### src/hw/rtl/tlq_ram.sv
module tlq_ram #(
    parameter int    WIDTH = 8,
    parameter longint DEPTH = 256
) (
    input  logic                     clk,
    input  logic                     wr_en,
    input  logic [$clog2(DEPTH)-1:0] wr_addr,
    input  logic [WIDTH-1:0]         wr_data,
    input  logic [$clog2(DEPTH)-1:0] rd_addr,
    output logic [WIDTH-1:0]         rd_data
);

    logic [WIDTH-1:0] mem [DEPTH];

    always_ff @(posedge clk)
    begin
        if (wr_en)
        begin
            mem[wr_addr] <= wr_data;
        end
        rd_data <= mem[rd_addr];
    end

endmodule

### config.mk
export PLATFORM = sky130hd
export DESIGN_NAME = tlq_ram
export DESIGN_NICKNAME = d
export VERILOG_FILES = /design/src/hw/rtl/tlq_ram.sv
export SDC_FILE = /design/constraint.sdc
export NUM_CORES = 2
export LEC_CHECK = 0
export BUFFER_PORTS_ARGS = -buffer_cell sky130_fd_sc_hd__buf_2
export CAP_MARGIN = 25
export CORE_AREA = 2 2 449 451
export DETAILED_ROUTE_END_ITERATION = 16
export DIE_AREA = 0 0 451 453
export SLEW_MARGIN = 20
export SYNTH_ARGS = -nofsm -noshare
export SYNTH_HDL_FRONTEND = slang
export SYNTH_SLANG_ARGS = --single-unit
### constraint.sdc
create_clock -name clk -period 6 [get_ports clk]
set_input_delay 0.9 -clock clk [delete_from_list [all_inputs] [get_ports clk]]
set_output_delay 0.9 -clock clk [all_outputs]
set_load 0.01 [all_outputs]
Word level (Yosys, flattened, before mapping)
Memory sizes are Yosys's and may differ from the RTL's. A register that Yosys moved wholly into a read port is not among the register bits.
Index checks and enable logic that the tools add are counted.
- memories kept: 1
- output and inout bits: 8
- flip-flop bits (word level): 0
- RAM bits: 2048
- word-level logic and storage cells: 3
- memory list (memory ; depth ; bits a word ; read ports ; clocked after memory_dff ; write ports ; RTL line ; text):
    mem ; 256 ; 8 ; 1 ; 1 ; 1 ; 13 ; logic [WIDTH-1:0] mem [DEPTH];
- mux-type cells: 2
- operator list (cell ; count):
    $mux 1 ; 2

Logic depth before layout (Yosys ltp)
- depth after elaboration: 2
- gate-level depth with buffers: 11

Least setup slack after synthesis
No wires, ideal clock.
- path type: input to register
- start: input port rd_addr[0]
- end: register rd_data[2], read port of mem
- setup slack: 3.162 ns
- required time: 5.869 ns
- arrival: 2.707 ns
- stages: 9
- setup time: 0.131 ns
- cell sequence: buf_6 buf_12 buf_8 buf_2 mux4_2 a22oi_1 a21oi_1 nor4_1 nor4_2
- RTL lines (element ; RTL line ; text):
    start: declaration ; 9 ; input logic [$clog2(DEPTH)-1:0] rd_addr,
    end: declaration ; 10 ; output logic [WIDTH-1:0] rd_data

==> metrics.yaml <==
die:
  coreArea_sq_um: 199000
  rows: 164
  dieArea_sq_um: 204000
  start_util_pct: 39.9
  io-pin-count: 34
  die_h_microns: 453
  die_w_microns: 451
synth:
  synthXorXnorAreaFrac_pct: 0
  synthesis.nets: 3759
  synth_compound_area_share_pct: 3.42
  synth_top_family_by_area: "multiplexers"
  synthAdderAreaFrac_pct: 0
  muxShareOfSynthArea_pct: 14.6
  ys_types: 55
  synth_edf_count: 2048
  syn_avg_cell_area_sq_um: 21.3
  ys_async_sr_fraction_pct: 0
  synthFlopType: "edfxtp_1"
  ys_seq_area_share_pct: 77.5
  syn_inst: 3733
  synth_seq_cells: 2056
  ys.warnings.count: 0
  synthSimpleGateAreaFrac_pct: 2.63
  synth_area_sq_um: 79600
clock_tree:
  post_cts_buffers: 0
  clock_sinks: 2056
  clockBufferDepth: 3
  clk_latency_ns: 0.87
  post_cts_resize_count: 0
  htreeDepth: 4
  root_buffer: "clkbuf_16"
  cts_tree: "done"
  path_clk_slew_ns: 0.06
  cts_buffers: 205
  cts_hold_buf: 0
placed_design:
  placed_area_sq_um: 82800
  hpwl_mm: 121
  gp_congestion: 0.829
  io_buffers: 33
  place_ws_ns: 1.49
timing:
  setup_viol: 0
  min_period_ns: 3.66
  min_period_over_period_pct: 61.0
  tightest_slew_ns: 1.19
  max_slew_margin_pct: 20.7
  fmax_mhz: 273
  setup_tns_ns: 0
  fin_ws_ns: 2.34
  rsz0062_at_grt: "no"
  hold_viol: 0
  slew_violations: 0
  clock_skew_ns: 0.0560
cells_and_area:
  fin_area_sq_um: 89600
  fill_cells: 16600
  final_common_cell: "edfxtp_1"
  mostFrequentLayoutCells: "2048 x edfxtp_1, 454 x mux4_2, 279 x nor2_1"
  ff_latch_area_sq_um: 61700
  multi_input_area_sq_um: 16500
  final_core_util_pct: 45.0
  drive_gt1_share_pct: 22.8
  layout.nets: 3879
  areaGrowthSynthToFinish_pct: 12.6
detailed_routing:
  vias_per_cell: 5.75
  drc: 0
  drt_wl_total_mm: 199
  drtAntennaViolNets: 0
  wl_per_cell_microns: 29.8
  firstDrtPassIters: 5
  drt_iter0_drc: 4575
  vias: 38400
hold_path:
  min_path_type: "input pin to register"
  min_path_cells: 1
  min_from: "wr_data[1]"
  min_to: "mem[146][1]"
grt:
  grt_max_degree: 213
  overflow: 0
  track_usage_pct: 19.5
  antenna_found_initial: 15
  grt_pass1_vias: 38900
  grt_pass1_wl_mm: 287
power:
  irDropWorstVdd_uv: 329
  p_total_mw: 30.1
  leakage_nw: 27.3
  power.density_nw_per_um2: 336
flow_run:
  cap_violations: 0
setup_path:
  crit_path_max_fanout: 39
  crit_path_start_kind: "input pin"
  r2r_start: "mem[81][3]"
  worstPathArrival_ns: 4.32
  worst_r2r_endpoint: "rd_data[3]"
  critical_path_class: "input pin to register"
  cp_data_required_time_ns: 6.66
  crit_path_end_kind: "register"
  r2r_setup_slack_ns: 2.98
  rr_worst_depth: 6
run_status:
  status: "complete, no violations"
==> sequential cells by signal (all words and copies together), names as in the netlist <==
name,cells
mem,2048
rd_data,8
==> through the flow <==
stage / std cells / hold WS (ns)
final: 6676 / 0.452
after global routing: 6676 / 0.429
after CTS: 6671 / 0.412
after detailed placement: 6300 / 1.10
after global placement: 6298 / 1.09
after floorplan: 3733 / 0.770
==> report_power, final <==
group          internal, mW  switching (mW)
Clock                  7.28            5.53
Sequential             15.8          0.0376
Combinational         0.478           0.933
==> routing by layer <==
layer / routed length [microns] / GRT usage, %
met5: 0 / 0
met4: 5890 / 5.86
met3: 14800 / 3.44
met2: 96300 / 31.2
met1: 82100 / 27.5
==> synth_stat cells (all sizes together), types with 4 or more instances <==
cell type  number  area, sq um
o221ai         47          418
mux2i         134         1340
nor2          282         1060
nor3           22          110
a221oi         14          129
nand4          10         62.6
and2            6         37.5
mux4          456        10300
buf           122         1030
o32ai           5         51.3
o22a            5         43.8
a211oi         16          120
nand2          33          124
or2             4         25.0
clkbuf        111          417
nand3          34          170
edfxtp       2048        61500
a22o            8         70.1
nand2b          8         50.1
a22oi         133          998
o21ai          12         60.1
nor4           27          188
a21oi          96          480
o211ai         10         75.1
nor2b          31          194
o22ai          28          175
a2111oi         5         52.6
dfxtp           8          160
==> how the worst max path moves through the flow <==
stage / depth (start not counted) / slack [ns] / to / start
CTS: 8 / 2.35 / rd_data[3] / rd_addr[0]
detailed placement: 8 / 1.49 / rd_data[3] / rd_addr[0]
global route: 8 / 2.26 / rd_data[7] / rd_addr[0]
floorplan: 9 / 3.16 / rd_data[2] / rd_addr[0]
global placement: 9 / 1.47 / rd_data[7] / rd_addr[0]
finish: 8 / 2.34 / rd_data[7] / rd_addr[2]
==> cell families (layout without fill, tap and decap cells) <==
family                 count (synthesis)  count (layout)
AOI/OAI and AO/OA                    385             385
buffers and inverters                235             519
DFF                                 2056            2056
muxes                                591             591
other                                  0               3
and+or+nand+nor                      466             466
==> worst max-delay path, stage by stage <==
cell      delay, ns
buf_4          0.62
buf_4          0.48
mux4_2         0.36
nor2b_1        0.15
a211oi_1       0.56
nor2_1         0.16
nor4_1         0.93
nor4_1         0.08
==> final cells by class <==
| cell class | count | share of cell area (%) |
|---|---|---|
| Sequential cell | 2056 | 68.8 |
| Multi-Input combinational cell | 1442 | 18.4 |
| Clock buffer | 252 | 6.01 |
| Tap cell | 2656 | 3.71 |
| Clock inverter | 119 | 1.54 |
| Timing Repair Buffer | 146 | 1.50 |
| Inverter | 2 | 0.00838 |
| Antenna cell | 3 | 0.00838 |
(Power assumes the default switching activity.)
